[src/sv/assert_macros.svh]
// assertion macros used by fdmc_change_count
`ifndef ASSERT_MACROS_SVH
`define ASSERT_MACROS_SVH

`ifndef SYNTH
// clocked check, switched off while reset is low
`define FDMC_ASSERT(lbl, clk, rst_n, prop, msg) \
	lbl: assert property (@(posedge clk) disable iff (!rst_n) prop) else $error(msg);
// clocked check that also holds during reset
`define FDMC_ASSERT_ALWAYS(lbl, clk, prop, msg) \
	lbl: assert property (@(posedge clk) prop) else $error(msg);
`else
`define FDMC_ASSERT(lbl, clk, rst_n, prop, msg)
`define FDMC_ASSERT_ALWAYS(lbl, clk, prop, msg)
`endif

`endif

[src/sv/fdmc_pkg.sv]
`default_nettype none

package fdmc_pkg;

	// frame store geometry
	localparam int unsigned MAX_FRAME_PIXELS = 262144;
	localparam int unsigned ADDR_W = $clog2(MAX_FRAME_PIXELS);
	localparam int unsigned POS_W = $clog2(MAX_FRAME_PIXELS + 1);

	// change counter
	localparam int unsigned COUNT_W = 19;
	localparam logic [COUNT_W-1:0] COUNT_MAX = '1;

	// threshold register reset value
	localparam logic [7:0] THRESHOLD_RESET = 8'd25;

	// fixed-point bgr to gray weights, 14 fraction bits
	localparam int unsigned GRAY_FRAC_W = 14;
	localparam int unsigned GRAY_SUM_W = 8 + GRAY_FRAC_W;
	localparam logic [GRAY_FRAC_W-1:0] GRAY_COEF_B = 14'd1868;
	localparam logic [GRAY_FRAC_W-1:0] GRAY_COEF_G = 14'd9617;
	localparam logic [GRAY_FRAC_W-1:0] GRAY_COEF_R = 14'd4899;
	localparam logic [GRAY_SUM_W-1:0] GRAY_ROUND = GRAY_SUM_W'(1) << (GRAY_FRAC_W - 1);

	// one pixel as kept in the frame store: blue in the low byte
	typedef struct packed {
		logic [7:0] red;
		logic [7:0] green;
		logic [7:0] blue;
	} pixel_t;

	// per-item control carried down the pipeline
	typedef struct packed {
		logic cmp_en;
		logic emit;
		logic last;
	} item_ctl_t;

endpackage

`default_nettype wire

[src/sv/fdmc_gray_diff.sv]
`default_nettype none

module fdmc_gray_diff (
	input  wire fdmc_pkg::pixel_t cur,
	input  wire fdmc_pkg::pixel_t prev,
	output logic [7:0]            gray
);
	import fdmc_pkg::*;

	logic [7:0]            d_b;
	logic [7:0]            d_g;
	logic [7:0]            d_r;
	logic [GRAY_SUM_W-1:0] sum;

	function automatic logic [7:0] abs_diff(input logic [7:0] a, input logic [7:0] b);
		abs_diff = (a > b) ? (a - b) : (b - a);
	endfunction

	// per-channel absolute difference
	assign d_b = abs_diff(cur.blue, prev.blue);
	assign d_g = abs_diff(cur.green, prev.green);
	assign d_r = abs_diff(cur.red, prev.red);

	// weighted sum with rounding, then drop the fraction bits
	assign sum = GRAY_SUM_W'(d_b) * GRAY_SUM_W'(GRAY_COEF_B)
		+ GRAY_SUM_W'(d_g) * GRAY_SUM_W'(GRAY_COEF_G)
		+ GRAY_SUM_W'(d_r) * GRAY_SUM_W'(GRAY_COEF_R)
		+ GRAY_ROUND;

	assign gray = sum[GRAY_SUM_W-1:GRAY_FRAC_W];

endmodule

`default_nettype wire

[config.mk]
export PLATFORM = sky130hd
export DESIGN_NAME = fdmc_gray_diff
export DESIGN_NICKNAME = d
export VERILOG_FILES = /design/src/sv/assert_macros.svh /design/src/sv/fdmc_pkg.sv /design/src/sv/fdmc_gray_diff.sv
export SDC_FILE = /design/constraint.sdc
export NUM_CORES = 1
export LEC_CHECK = 0
export BUFFER_PORTS_ARGS = -buffer_cell sky130_fd_sc_hd__buf_2
export CAP_MARGIN = 40
export CORE_UTILIZATION = 40
export DETAILED_ROUTE_END_ITERATION = 7
export PLACE_DENSITY = 0.62
export SYNTH_ARGS = -nofsm -noshare
export SYNTH_HDL_FRONTEND = slang
export SYNTH_SLANG_ARGS = --single-unit
export TNS_END_PERCENT = 1
[constraint.sdc]
create_clock -name vclk -period 12.1
set_input_delay 1.21 -clock vclk [all_inputs]
set_output_delay 1.21 -clock vclk [all_outputs]
set_load 0.005 [all_outputs]
==> results of run 1 <==
[cells by family (layout without fill, tap and decap cells)]
logic type      after synthesis  count (layout)  synth area share [%]
buf+inv                     256             309                  14.2
mux                          16              16                  2.44
simple gates                 86              86                  6.28
fa+ha+maj                   277             277                  60.9
xor+xnor                     42              42                  5.60
compound gates              107             107                  10.6
[layout make-up]
cell class | count | share of cell area, %
Inverter | 247 | 12.5
Multi-Input combinational cell | 528 | 79.4
Timing Repair Buffer | 62 | 4.38
Tap cell | 220 | 3.71
[worst paths after layout]
kind / slack, ns / to / startpoint
max: 0.53 / gray[7] / cur[0]
min: 3.55 / gray[7] / cur[15]
[per-stage QoR]
step | TNS [ns] | area, sq um | utilization (%)
detailed placement | 0 | 7350 | 44.3
global route | -0.0277 | 7420 | 44.8
floorplan | 0 | 6810 | -
CTS | 0 | 7350 | 44.3
global placement | 0 | 7350 | 44.3
finish | 0 | 7420 | 44.8
[per-layer routing]
layer	part of all wire, %	vias to the layer above
li1	-	2596
met1	50	2405
met2	47	53
met3	2.4	4
met4	0.25	0
met5	0	-
[cells in the mapped netlist, types with 3 or more instances]
cell	count	area [sq um]
sky130_fd_sc_hd__a211oi_1	6	45.0
sky130_fd_sc_hd__a21o_1	17	128
sky130_fd_sc_hd__a21oi_1	29	145
sky130_fd_sc_hd__a31oi_1	5	31.3
sky130_fd_sc_hd__and3_1	4	25.0
sky130_fd_sc_hd__buf_2	3	15.0
sky130_fd_sc_hd__clkbuf_1	6	22.5
sky130_fd_sc_hd__fa_1	91	1820
sky130_fd_sc_hd__ha_1	186	2330
sky130_fd_sc_hd__inv_1	247	927
sky130_fd_sc_hd__mux2_2	5	56.3
sky130_fd_sc_hd__mux2i_1	11	110
sky130_fd_sc_hd__nand2_1	16	60.1
sky130_fd_sc_hd__nand3_1	6	30.0
sky130_fd_sc_hd__nand4_1	5	31.3
sky130_fd_sc_hd__nor2_1	26	97.6
sky130_fd_sc_hd__nor2b_1	4	25.0
sky130_fd_sc_hd__nor3_1	8	40.0
sky130_fd_sc_hd__nor3b_1	3	22.5
sky130_fd_sc_hd__o211ai_1	4	30.0
sky130_fd_sc_hd__o21a_1	10	75.1
sky130_fd_sc_hd__o21ai_0	12	60.1
sky130_fd_sc_hd__o41ai_1	3	26.3
sky130_fd_sc_hd__or2_2	5	31.3
sky130_fd_sc_hd__xnor2_1	29	254
sky130_fd_sc_hd__xor2_1	12	105
[timing repair]
| action | in CTS | in global routing |
|---|---|---|
| resized for setup | 0 | 8 |
| hold endpoints to repair | 0 | 0 |
| hold buffers | 0 | 0 |
| buffers inserted | 0 | 3 |
| endpoints found under the setup margin | 0 | 4 |
==> metrics.log, run 1 <==
INFO  metric status = finished, final reports clean
INFO  metric maximum_number_of_pins_on_one_net_before_global_route_repair = 12
INFO  metric area_growth_syn_to_layout = 8.96%
INFO  metric setup.worst_path.class = in -> out
INFO  metric yosysUniqueCellTypes = 49
INFO  metric core_region_area = around 17000 sq um
INFO  metric crit_buf_inv = 8
INFO  metric path_delay_family = adder cells
INFO  metric synth.net_count = around 1100
INFO  metric die_height = 133 um
INFO  metric route.detailed.vias_per_inst = 4.79
INFO  metric sequential_cell_total = 0
INFO  metric grt_pass1_vias = 5380
INFO  metric startpoint_type = primary input
INFO  metric die_w = 133 um
INFO  metric leading_cell_type_in_the_layout_fill_and_taps_excluded = sky130_fd_sc_hd__inv_1
INFO  metric design.die.area = 17600 sq um
INFO  metric firstDrtPassIters = 4
INFO  metric finalMaxSlewViolations = 0
INFO  metric cp.depth = 37
INFO  metric post-route-min-period = 11.57 ns
INFO  metric worstHoldPathType = in -> out
INFO  metric layout.cells.most_common_list = 247 x sky130_fd_sc_hd__inv_1, 186 x sky130_fd_sc_hd__ha_1, 91 x sky130_fd_sc_hd__fa_1, 56 x sky130_fd_sc_hd__buf_2, 29 x sky130_fd_sc_hd__a21oi_1
INFO  metric post_layout_nonfiller_instances = 1057
INFO  metric cp_slowest_cell = sky130_fd_sc_hd__fa_1
INFO  metric clockBufferCount = 0
INFO  metric final-seq-area = 0 sq um
INFO  metric antenna_cells = 0
INFO  metric layout-drive-gt1-share = around 10%
INFO  metric finalHoldWorstSlack = 3.55 ns
INFO  metric setup-violations-final = 0
INFO  metric timing.final.crit_share = 95.6%
INFO  metric max_clock_freq = 0.0864 GHz
INFO  metric io_pins = 56
INFO  metric hold_depth = 7
INFO  metric dp_cells = 1054
INFO  metric globalRouteMet1Util = 23.2%
INFO  metric report.final.hold_viol_count = 0
INFO  metric antenna_found_initial = 0
INFO  metric post_route_drc = 0
INFO  metric multiInputGateArea = between 5000 and 6000 sq um
INFO  metric place.gp.congestion = between 0.8 and 0.9
INFO  metric top_usage_layer = met2
INFO  metric max_slew.worst_pin.slew = 0.745 ns
INFO  metric final_wirelength = 13.4 mm
INFO  metric grt_pass1_wl = between 20 and 25 mm
INFO  metric start_util = just over 40%
INFO  metric global_router_s_overall_resource_usage = 16.5%
INFO  metric detail_route_antenna_nets = 0
INFO  metric worst-endpoint-arrival = roughly 10 ns
INFO  metric ys_seq_area_share = 0%
INFO  metric critical_path.endpoint_type = output port
INFO  metric layout.nets = ~1200
INFO  metric cpMostUsedCell = sky130_fd_sc_hd__fa_1
INFO  metric avgRoutedWirePerCell = 12.7 um
INFO  metric leftover_overflow_at_the_end_of_global_routing = 0
INFO  metric crit_required = 10.89 ns
INFO  metric ys_warn_count = 0
INFO  metric maxCapViolCount = 0
INFO  metric slowest_delay = ~0.55 ns
INFO  metric maxSlewHeadroom = about half
INFO  metric detailroute.via_count = 5058
INFO  metric synth_instances = just under 800
INFO  metric synthesis.area = 6810 sq um
INFO  metric std_cell_rows = 47
INFO  metric detailed_placement_wirelength_estimate = around 13 mm
INFO  metric global_route.usage.met3 = less than 1%
INFO  metric syn_avg_cell_area = around 8.7 sq um
INFO  metric num-fill-cells = 1677
INFO  metric layout_setup_ws = 0.530 ns
INFO  metric post-place-ws = 0.340 ns
INFO  metric crit_fanout = 9
INFO  metric first_iter_violations = ~150
INFO  metric io_buffer_count = 56
INFO  metric groute.layer.met2.usage = 29.5%
Power of run 1 is not shown: default switching activity piles up to over one toggle a cycle in this logic, so the estimate is an artifact.
==> inputs of run 2 (changes only) <==
--- a/config.mk
+++ b/config.mk
@@ -5,7 +5,7 @@
 export SDC_FILE = /design/constraint.sdc
 export NUM_CORES = 1
 export LEC_CHECK = 0
-export BUFFER_PORTS_ARGS = -buffer_cell sky130_fd_sc_hd__buf_2
+export BUFFER_PORTS_ARGS = -buffer_cell sky130_fd_sc_hd__buf_4
 export CAP_MARGIN = 40
 export CORE_UTILIZATION = 40
 export DETAILED_ROUTE_END_ITERATION = 7
==> metrics.log, run 2 (synthesis results as in run 1) <==
INFO  metric route.detailed.vias_per_inst = between 4 and 5
INFO  metric start_util = 41.1%
INFO  metric max_slew.worst_pin.slew = 0.761 ns
INFO  metric hold_depth = 7
INFO  metric firstDrtPassIters = 4
INFO  metric maxCapViolCount = 0
INFO  metric detail_route_antenna_nets = 0
INFO  metric layout-drive-gt1-share = 10.0%
INFO  metric dp_cells = between 1000 and 1500
INFO  metric hold_path_end = gray[7]
INFO  metric post_layout_nonfiller_instances = about 1100
INFO  metric finalMaxSlewViolations = 0
INFO  metric detailroute.via_count = 5101
INFO  metric status = finished, final reports clean
INFO  metric hold_wc_startpoint = cur[15]
INFO  metric worst-endpoint-arrival = 10.44 ns
INFO  metric maximum_number_of_pins_on_one_net_before_global_route_repair = 12
INFO  metric antenna_found_initial = 0
INFO  metric utilization = 45.5%
INFO  metric avgRoutedWirePerCell = around 12 um
INFO  metric maxSlewHeadroom = 48.9%
INFO  metric critical_path.endpoint_type = output port
INFO  metric rsz0062_at_grt = no
INFO  metric place.gp.congestion = a little over 0.8
INFO  metric startpoint_type = primary input
INFO  metric layout.nets = between 1000 and 1500
INFO  metric crit_fanout = 9
INFO  metric sequential_cell_total = 0
INFO  metric leftover_overflow_at_the_end_of_global_routing = 0
INFO  metric leading_cell_type_in_the_layout_fill_and_taps_excluded = sky130_fd_sc_hd__inv_1
INFO  metric clockBufferCount = 0
INFO  metric grt_pass1_wl = 23.4 mm
INFO  metric report.final.hold_viol_count = 0
INFO  metric post-route-min-period = around 12 ns
INFO  metric cp_slowest_cell = sky130_fd_sc_hd__fa_1
INFO  metric first_iter_violations = about 150
INFO  metric area_growth_syn_to_layout = 10.9%
INFO  metric max_clock_freq = about 0.086 GHz
INFO  metric slowest_delay = roughly 0.54 ns
INFO  metric detailed_placement_wirelength_estimate = 12.3 mm
INFO  metric setup-violations-final = 0
INFO  metric cts_hold_buffers_added = 0
INFO  metric crit_required = 10.89 ns
INFO  metric global_router_s_overall_resource_usage = 16.0%
INFO  metric final_wirelength = 13.2 mm
INFO  metric final-seq-area = 0 sq um
INFO  metric antenna_cells = 0
INFO  metric die_w = 133 um
INFO  metric setup.worst_path.class = in -> out
INFO  metric std_cell_rows = 47
INFO  metric worstHoldPathType = in -> out
INFO  metric timing.final.crit_share = a little over nine tenths
INFO  metric grt_pass1_vias = 5157
INFO  metric cpMostUsedCell = sky130_fd_sc_hd__fa_1
INFO  metric io_buffer_count = 56
INFO  metric post_route_drc = 0
INFO  metric design.die.area = about 18000 sq um
INFO  metric layout.cells.most_common_list = 247 x sky130_fd_sc_hd__inv_1, 186 x sky130_fd_sc_hd__ha_1, 91 x sky130_fd_sc_hd__fa_1, 62 x sky130_fd_sc_hd__buf_4, 29 x sky130_fd_sc_hd__a21oi_1
INFO  metric core_region_area = about 17000 sq um
INFO  metric die_height = 133 um
INFO  metric setup_total_negative_slack = 0 ns
INFO  metric io_pins = between 50 and 60
run 2: cell types whose count changed in the layout (fill, tap and decap cells not counted):
cell / previous run / this run
sky130_fd_sc_hd__buf_2: 56 / 0
sky130_fd_sc_hd__buf_4: 6 / 62
sky130_fd_sc_hd__a211oi_1: 5 / 6
sky130_fd_sc_hd__a211oi_2: 1 / 0
sky130_fd_sc_hd__a221o_1: 2 / 1
sky130_fd_sc_hd__a221o_2: 1 / 2
sky130_fd_sc_hd__xnor2_1: 26 / 27
sky130_fd_sc_hd__xnor2_2: 3 / 2
run 2: routing by layer:
metal  global-route usage [%]  up-vias  part of all wire, %
met5                        0        -                    0
met2                     27.7       75                   46
met1                     23.7     2413                   52
met4                    0.255        0                0.061
met3                    0.115        2                  2.2
li1                         -     2611                    -
run 2: worst max-delay path, delay by kind of cell:
family / cells / cell delay [ns]
buffers and inverters: 7 / 0.48
AND/OR/NAND/NOR: 2 / 0.16
AO/OA/AOI/OAI: 11 / 2.79
adder cells (fa/ha/maj): 13 / 4.96
XOR/XNOR: 3 / 0.52
multiplexers: 1 / 0.29
run 2: cell type report:
type / count / area, sq um
Fill cell: 1684 / 9030
Inverter: 247 / 927
Multi-Input combinational cell: 528 / 5890
Tap cell: 220 / 275
Timing Repair Buffer: 62 / 465
run 2: how the worst max path moves through the flow:
stage	startpoint	end	slack (ns)
6_report	cur[0]	gray[7]	0.45
5_1_grt	cur[0]	gray[7]	0.008
4_1_cts	cur[0]	gray[7]	0.31
3_5_place_dp	cur[0]	gray[7]	0.37
3_3_place_gp	cur[0]	gray[7]	0.45
2_1_floorplan	cur[3]	gray[7]	1.21
run 2: metrics by stage:
stage	worst slack [ns]	hold WS, ns	instance area [sq um]
final	0.450	3.54	7550
after detailed placement	0.370	3.54	7490
after floorplan	1.21	3.20	6810
after CTS	0.314	3.56	7490
after global routing	0.00844	3.66	7550
after global placement	0.451	3.56	7490
run 2: repair_timing:
action / CTS / global route
setup buffers: 0 / 3
setup endpoints to repair: 0 / 2
resized for setup: 0 / 7
endpoints found under the hold margin: 0 / 0
Power of run 2 is left out for the same reason.
