$ cat src/sv/assert_macros.svh
// assertion macros used by fdmc_change_count
`ifndef ASSERT_MACROS_SVH
`define ASSERT_MACROS_SVH

`ifndef SYNTH
// clocked check, switched off while reset is low
`define FDMC_ASSERT(lbl, clk, rst_n, prop, msg) \
	lbl: assert property (@(posedge clk) disable iff (!rst_n) prop) else $error(msg);
// clocked check that also holds during reset
`define FDMC_ASSERT_ALWAYS(lbl, clk, prop, msg) \
	lbl: assert property (@(posedge clk) prop) else $error(msg);
`else
`define FDMC_ASSERT(lbl, clk, rst_n, prop, msg)
`define FDMC_ASSERT_ALWAYS(lbl, clk, prop, msg)
`endif

`endif

$ cat src/sv/fdmc_pkg.sv
`default_nettype none

package fdmc_pkg;

	// frame store geometry
	localparam int unsigned MAX_FRAME_PIXELS = 262144;
	localparam int unsigned ADDR_W = $clog2(MAX_FRAME_PIXELS);
	localparam int unsigned POS_W = $clog2(MAX_FRAME_PIXELS + 1);

	// change counter
	localparam int unsigned COUNT_W = 19;
	localparam logic [COUNT_W-1:0] COUNT_MAX = '1;

	// threshold register reset value
	localparam logic [7:0] THRESHOLD_RESET = 8'd25;

	// fixed-point bgr to gray weights, 14 fraction bits
	localparam int unsigned GRAY_FRAC_W = 14;
	localparam int unsigned GRAY_SUM_W = 8 + GRAY_FRAC_W;
	localparam logic [GRAY_FRAC_W-1:0] GRAY_COEF_B = 14'd1868;
	localparam logic [GRAY_FRAC_W-1:0] GRAY_COEF_G = 14'd9617;
	localparam logic [GRAY_FRAC_W-1:0] GRAY_COEF_R = 14'd4899;
	localparam logic [GRAY_SUM_W-1:0] GRAY_ROUND = GRAY_SUM_W'(1) << (GRAY_FRAC_W - 1);

	// one pixel as kept in the frame store: blue in the low byte
	typedef struct packed {
		logic [7:0] red;
		logic [7:0] green;
		logic [7:0] blue;
	} pixel_t;

	// per-item control carried down the pipeline
	typedef struct packed {
		logic cmp_en;
		logic emit;
		logic last;
	} item_ctl_t;

endpackage

`default_nettype wire

$ cat src/sv/fdmc_change_count.sv
`default_nettype none
`include "assert_macros.svh"

module fdmc_change_count (
	input  wire logic                        clk,
	input  wire logic                        arst_n,
	input  wire logic                        s1_valid,
	input  wire fdmc_pkg::item_ctl_t         s1_ctl,
	input  wire logic [7:0]                  s1_gray,
	input  wire logic [7:0]                  threshold,
	output logic                             s1_ready,
	output logic                             out_valid,
	input  wire logic                        out_ready,
	output logic [fdmc_pkg::COUNT_W-1:0]     changed_pixels
);
	import fdmc_pkg::*;

	logic               valid_s2;
	item_ctl_t          ctl_s2;
	logic [7:0]         gray_s2;
	logic [COUNT_W-1:0] running_q;
	logic [COUNT_W-1:0] count_q;
	logic               out_valid_q;
	logic               s2_go;
	logic               s2_free;
	logic               inc;
	logic [COUNT_W-1:0] next_count;

	// an emitting item waits only while the output register is full and stalled
	assign s2_go   = valid_s2 && (!ctl_s2.emit || !out_valid_q || out_ready);
	assign s2_free = !valid_s2 || s2_go;
	assign s1_ready = s2_free;

	// saturating increment for a changed pixel
	assign inc = ctl_s2.cmp_en && (gray_s2 > threshold) && (running_q < COUNT_MAX);
	assign next_count = running_q + COUNT_W'(inc);

	// gray value stage
	always_ff @(posedge clk or negedge arst_n) begin
		if (!arst_n) begin
			valid_s2 <= 1'b0;
		end else if (s2_free) begin
			valid_s2 <= s1_valid;
		end
	end

	always_ff @(posedge clk) begin
		if (s2_free && s1_valid) begin
			ctl_s2  <= s1_ctl;
			gray_s2 <= s1_gray;
		end
	end

	// running count, cleared at each frame end
	always_ff @(posedge clk or negedge arst_n) begin
		if (!arst_n) begin
			running_q <= '0;
		end else if (s2_go) begin
			if (ctl_s2.last) begin
				running_q <= '0;
			end else begin
				running_q <= next_count;
			end
		end
	end

	// output register
	always_ff @(posedge clk or negedge arst_n) begin
		if (!arst_n) begin
			out_valid_q <= 1'b0;
		end else if (s2_go && ctl_s2.emit) begin
			out_valid_q <= 1'b1;
		end else if (out_ready) begin
			out_valid_q <= 1'b0;
		end
	end

	always_ff @(posedge clk) begin
		if (s2_go && ctl_s2.emit) begin
			count_q <= next_count;
		end
	end

	assign out_valid      = out_valid_q;
	assign changed_pixels = count_q;

	`FDMC_ASSERT(a_emit_loads_out, clk, arst_n, s2_go && ctl_s2.emit |=> out_valid_q, "count lost")
	`FDMC_ASSERT(a_frame_end_clears, clk, arst_n, s2_go && ctl_s2.last |=> running_q == '0, "no clear")
	`FDMC_ASSERT(a_stall_holds_s2, clk, arst_n, valid_s2 && !s2_go |=> valid_s2, "stalled item lost")
	`FDMC_ASSERT_ALWAYS(a_reset_no_out, clk, !arst_n |=> !out_valid_q, "output valid in reset")

endmodule

`default_nettype wire

$ cat config.mk
export PLATFORM = sky130hd
export DESIGN_NAME = fdmc_change_count
export DESIGN_NICKNAME = d
export VERILOG_FILES = /design/src/sv/fdmc_pkg.sv /design/src/sv/fdmc_change_count.sv
export VERILOG_INCLUDE_DIRS = /design/src /design/src/sv
export SDC_FILE = /design/constraint.sdc
export NUM_CORES = 1
export LEC_CHECK = 0
export BUFFER_PORTS_ARGS = -buffer_cell sky130_fd_sc_hd__buf_2
export CAP_MARGIN = 0
export CORE_ASPECT_RATIO = 0.75
export CORE_MARGIN = 10
export CORE_UTILIZATION = 53
export DETAILED_ROUTE_END_ITERATION = 16
export GPL_TIMING_DRIVEN = 0
export PLACE_DENSITY = 0.86
export SYNTH_ARGS = -nofsm -noshare
export SYNTH_HDL_FRONTEND = slang
export SYNTH_SLANG_ARGS = --single-unit
export TNS_END_PERCENT = 100
$ cat constraint.sdc
create_clock -name clk -period 6 [get_ports clk]
set_input_delay 0.3 -clock clk [delete_from_list [all_inputs] [get_ports clk]]
set_output_delay 0.3 -clock clk [all_outputs]
set_load 0.03 [all_outputs]
==> impl_metrics.json, run 1 <==
{
  "cts_buffer_depth": 2,
  "wl_per_cell_um": 16.3,
  "power_frac_seq": 0.587,
  "fmax_mhz": 310,
  "fin_crit_sh": 0.538,
  "fin_nets": 310,
  "post_cts_resized": 0,
  "cts_root_buf": "clkbuf_8",
  "syn_area_mm2": 0.00254,
  "port_buffers": 43,
  "crit_buf_inv": 1,
  "die-area_mm2": 0.00799,
  "worstPathArrival_ps": 3270,
  "skew_ps": 6.21,
  "avgSynthCellArea_um2": 11.3,
  "synthCells": 225,
  "crit_family": "simple AND/OR/NAND/NOR gates",
  "grt_start_max_net_pins": 22,
  "core_area_mm2": 0.00455,
  "drt_iter0_markers": 210,
  "run_status": "completed",
  "synth_area_leaders": "edfxtp_1 35%, dfrtp_1 21%, ha_1 4.9%",
  "max_cap_viol_count": 0,
  "vias": 1908,
  "cts_made_buffers": 5,
  "slew_violations": 0,
  "drive_above_1_share": 0.241,
  "p_per_area_mw_per_mm2": 228,
  "slowest_stage": "clkbuf_1",
  "ant_nets": 0,
  "ys_warn_count": 0,
  "grtUsageTotal": 0.142,
  "crit_required_ps": 6040,
  "slowest_delay_ps": 480,
  "synth-main-ff-cell": "edfxtp_1",
  "cp_common_cell": "ha_1",
  "grt_remaining_overflow": 0,
  "yosysTopAreaCellShare": 0.355,
  "grt_pass1_wl_mm": 9.25,
  "clock_latency_ps": 310,
  "crit_chain": "ha_1, nor2b_1, o211ai_1, a21o_1, a211oi_1, ha_1, ha_1, clkbuf_1, nand3_2, nor3_1, xor2_1",
  "async_flop_share": 0.412,
  "first_pass_iters": 5,
  "worstMarginPinSlew_ps": 607,
  "p_switching_uw": 175,
  "hold_viol_final": 0,
  "dpl_cell_area_mm2": 0.00284,
  "die_h_um": 79.9,
  "path_max_fanout": 10,
  "syn2layout_area_growth_pct": 16.1,
  "htree_num_levels": 2,
  "start_util": 0.558,
  "routed_wl_mm": 5.45,
  "rows": 21,
  "maxSlewHeadroom": 0.592,
  "finalSetupViolations": 0,
  "synth-edff-count": 30,
  "antenna_found_initial": 0,
  "tns_ps": 0,
  "clock_power_share": 0.296,
  "dp_hpwl_mm": 4.05,
  "path_clk_slew_ps": 90,
  "synth_seq_area_share": 0.562,
  "gp_congestion": 0.863,
  "critPathCaptureType": "register",
  "worstHoldPathType": "input pin to register",
  "ys_seq_elements": 51,
  "viasPerCell": 5.70,
  "synth_cell_types": 45,
  "syn-num-nets": 258,
  "num_io_pins": 44,
  "rsz0062_at_grt": "false",
  "grt_pass1_vias": 1916,
  "drc": 0,
  "synth_common_cells": "30 x edfxtp_1, 21 x dfrtp_1, 20 x nand2_1, 16 x inv_1",
  "peakVddDrop_mv": 0.139,
  "yosysMostFrequentCell": "edfxtp_1",
  "p_int_uw": 497,
  "p_leak_nw": 1.29,
  "comb_power_share": 0.117,
  "final_area_mm2": 0.00295,
  "numClockSinks": 51,
  "fin_crit_ps": 3230,
  "cts_tree": "done",
  "p_sw_frac": 0.260,
  "whs_ps": 159,
  "antenna_cells": 0,
  "critical_path_class": "register to register",
  "synth_top_area_cell": "edfxtp_1",
  "crit_path_start_kind": "register",
  "die-width_um": 99.9
}
==> worst reg2reg max path, delay by kind of cell, from the launching register on <==
| kind | cells | cell delay, ps |
|---|---|---|
| xor gates and xnor gates | 1 | 140 |
| DFF | 1 | 390 |
| adders and majority gates | 3 | 660 |
| AOI/OAI and AO/OA | 3 | 510 |
| and+or+nand+nor | 3 | 790 |
| buffers and inverters | 1 | 480 |
==> final timing paths <==
kind | start | endpoint | slack [ps] | cells after the start
max in group asynchronous | arst_n | running_q[1] | 5190 | 2
hold reg to reg | running_q[11] | running_q[11] | 530 | 1
hold / removal | s1_gray[3] | gray_s2[3] | 160 | 1
min in group asynchronous | arst_n | running_q[10] | 480 | 2
setup / recovery | gray_s2[1] | changed_pixels[16] | 2770 | 11
setup reg to reg | gray_s2[1] | changed_pixels[16] | 2770 | 11
==> layout make-up <==
cell class	instances	area (um2)
Tap cell	57	71.3
Multi-Input combinational cell	146	990
Buffer	12	65.1
Fill cell	344	1600
Clock inverter	3	25.0
Inverter	16	60.1
Clock buffer	5	68.8
Sequential cell	51	1430
Timing Repair Buffer	45	240
==> stage by stage <==
step	instances	setup slack, ps	utilization	power [mW]
after floorplan	225	3350	-	0.449
after global placement	325	2950	0.622	0.475
after detailed placement	326	2850	0.625	0.481
after CTS	335	2830	0.648	0.677
after global routing	335	2530	0.648	0.702
final	335	2770	0.648	0.672
==> power groups by stage <==
stage	logic, mW	clock network (mW)	registers [mW]
floorplan	0.0296	0	0.419
global placement	0.0743	0	0.401
detailed placement	0.0788	0	0.402
CTS	0.0795	0.203	0.394
global route	0.0871	0.219	0.396
finish	0.0788	0.199	0.394
==> sequential cells by signal, indices dropped and copies added, names as in the netlist <==
name,cells
running_q,19
out_valid,1
valid_s2,1
changed_pixels,19
ctl_s2,3
gray_s2,8
==> layout by cell type, fill, tap and decap left out, drive strengths merged, types with 8 or more instances in the layout <==
| cell | netlist | layout |
|---|---|---|
| dfrtp | 21 | 21 |
| inv | 16 | 16 |
| o21ai | 12 | 12 |
| nand2 | 21 | 21 |
| clkbuf | 6 | 11 |
| ha | 10 | 10 |
| a21oi | 8 | 8 |
| nand3 | 14 | 14 |
| buf | 6 | 50 |
| xnor2 | 10 | 10 |
| edfxtp | 30 | 30 |
==> cells by family after synthesis <==
logic type	synth area share
simple gates	0.162
flops	0.562
compound gates	0.119
buf+inv	0.0493
xor+xnor	0.0586
fa+ha+maj	0.0493
==> layer usage <==
layer | GRT usage | share of wire
met1 | 0.180 | 0.43
met4 | 0.0586 | 0.015
met5 | 0 | 0
met2 | 0.226 | 0.48
met3 | 0.0363 | 0.073
==> timing repair <==
item	CTS	global route
endpoints found under the hold margin	21	0
setup buffers	0	0
hold buffers	1	0
(Power assumes the default switching activity.)
==> run 2, diff against run 1 <==
--- a/config.mk
+++ b/config.mk
@@ -10,10 +10,10 @@
 export CAP_MARGIN = 0
 export CORE_ASPECT_RATIO = 0.75
 export CORE_MARGIN = 10
-export CORE_UTILIZATION = 53
+export CORE_UTILIZATION = 50
 export DETAILED_ROUTE_END_ITERATION = 16
 export GPL_TIMING_DRIVEN = 0
-export PLACE_DENSITY = 0.86
+export PLACE_DENSITY = 0.85
 export SYNTH_ARGS = -nofsm -noshare
 export SYNTH_HDL_FRONTEND = slang
 export SYNTH_SLANG_ARGS = --single-unit
==> constraint.sdc (replaced) <==
create_clock -name clk -period 2.6 [get_ports clk]
set_input_delay 0.13 -clock clk [delete_from_list [all_inputs] [get_ports clk]]
set_output_delay 0.13 -clock clk [all_outputs]
set_load 0.03 [all_outputs]
==> run 2 against run 1 <==
Net effect:
- core utilization rose by 1.6 points
- clock-buffer cell count did not move
- largest power group unchanged
- fmax rose by 26%
- setup slack got worse by 2700 ps
- clock skew rose by 2.2 ps
- sequential power rose by 130%
- hold slack got worse by 150 ps
- register-to-register slack got worse by 2700 ps
- routed wire length rose by 7.5%
- flip-flop and latch count did not move
==> impl_metrics.json, run 2 (same netlist as run 1, synthesis figures left out) <==
{
  "crit_path_start_kind": "register",
  "path_max_fanout": 6,
  "max_cap_viol_count": 0,
  "finalSetupViolations": 0,
  "htree_num_levels": 2,
  "crit_end": "running_q[15]",
  "hold_viol_final": 0,
  "final_cell_mix": "47 x buf_2, 30 x edfxtp_1, 21 x dfrtp_1",
  "worstHoldPathType": "input pin to register",
  "reg2reg_depth": 10,
  "crit_required_ps": 2850,
  "peakVddDrop_mv": 0.301,
  "die_h_um": 81.7,
  "port_buffers": 43,
  "tns_ps": 0,
  "worstMarginPinSlew_ps": 592,
  "final_util": 0.664,
  "core_area_mm2": 0.00490,
  "fin_crit_ps": 2560,
  "ant_nets": 0,
  "critical_path_class": "register to register",
  "run_status": "completed",
  "antenna_found_initial": 0,
  "routed_wl_mm": 5.86,
  "startpoint": "gray_s2[1]",
  "layoutNonFillerInstCount": 353,
  "die-area_mm2": 0.00836,
  "fin_crit_sh": 0.983,
  "multiInputGateArea_mm2": 0.00110,
  "worstReg2RegEnd": "running_q[15]",
  "path_clk_slew_ps": 100,
  "grt_remaining_overflow": 0,
  "cts_root_buf": "clkbuf_8",
  "fmax_mhz": 391,
  "gp_congestion": 0.856,
  "cts_made_buffers": 5,
  "rsz0062_at_grt": "true",
  "layout_commonest_cell": "buf_2",
  "r2r_slack_ps": 40,
  "critPathCaptureType": "register",
  "dp_hpwl_mm": 3.87,
  "cts_buffer_depth": 2,
  "grt_pass1_vias": 1984,
  "rows": 22,
  "fin_nets": 325,
  "vias": 1927,
  "drive_above_1_share": 0.304,
  "start_util": 0.518,
  "worstPathArrival_ps": 2810,
  "numClockSinks": 51,
  "grt_start_max_net_pins": 22,
  "die-width_um": 102,
  "wl_per_cell_um": 16.6,
  "viasPerCell": 5.46,
  "skew_ps": 8.45,
  "syn2layout_area_growth_pct": 28.2,
  "clock_latency_ps": 320,
  "grtUsageTotal": 0.140,
  "dp.cells": 329,
  "seq_area_mm2": 0.00143,
  "fillCellCount": 372,
  "first_pass_iters": 4,
  "p_leak_nw": 1.39,
  "p_per_area_mw_per_mm2": 545,
  "slew_violations": 0,
  "num_io_pins": 44,
  "grt_pass1_wl_mm": 9.29,
  "drt_iter0_markers": 112,
  "antenna_cells": 0,
  "drc": 0,
  "reg2reg_from": "gray_s2[1]",
  "cts_tree": "done",
  "maxSlewHeadroom": 0.603
}
[run 2: changes by cell type in the layout (fill, tap and decap cells not counted), sizes merged]
| cell | delta |
|---|---|
| dlygate4sd3 | +11 |
| buf | +6 |
| bufinv | +2 |
| clkbuf | -2 |
| clkinv | -2 |
[run 2: layer usage]
metal	track usage	vias up	wire (um)
met5	0	-	0
met4	0.0449	0	100
met3	0.0428	11	443
met2	0.234	61	2880
met1	0.172	901	2430
li1	-	954	-
[run 2: how the worst min path moves through the flow]
stage,depth (start not counted),endpoint,slack [ps],startpoint
floorplan,0,out_valid,-170,arst_n
global placement,1,running_q[15],120,arst_n
detailed placement,1,running_q[13],120,arst_n
CTS,2,out_valid,20,out_ready
global route,2,out_valid,30,out_ready
finish,2,out_valid,10,out_ready
[run 2: power breakdown]
part	internal (mW)	leakage, nW	switching [mW]
Clock	0.384	0.0644	0.279
Sequential	0.896	0.564	0.0139
Combinational	0.0741	0.761	0.128
Total	1.35	1.39	0.420
[run 2: final cells by class]
type / instances / share of cell area
Buffer: 10 / 0.0177
Clock buffer: 5 / 0.0211
Clock inverter: 3 / 0.0208
Inverter: 16 / 0.0185
Multi-Input combinational cell: 146 / 0.337
Sequential cell: 51 / 0.438
Tap cell: 60 / 0.0231
Timing Repair Buffer: 62 / 0.124
[run 2: critical path: stages, from the launching register on]
cell	delay, ps
edfxtp_1	440
ha_4	290
nor2b_4	120
o211ai_1	80
a21o_1	210
a211oi_2	210
ha_2	250
and2_4	210
nand3_4	90
or4_4	520
nand3_2	70
[run 2: what timing repair did]
action                     in CTS  in global routing
setup buffers                   3                  3
cloned                          0                  0
hold endpoints to repair       32                  0
pin swaps                       2                  7
hold buffers                   12                  0
resized for setup               8                 19
setup endpoints to repair      28                 24
[run 2: metrics by stage]
step           instance area, um2  setup WS (ps)  hold WS [ps]  total power [mW]
2_1_floorplan                2540           97.5          -166              1.04
3_3_place_gp                 2830           -167           117              1.10
3_5_place_dp                 2850           -277           120              1.11
4_1_cts                      3150          -11.2          16.4              1.76
5_1_grt                      3250          -97.0          27.9              1.85
6_report                     3250           43.5          12.7              1.77
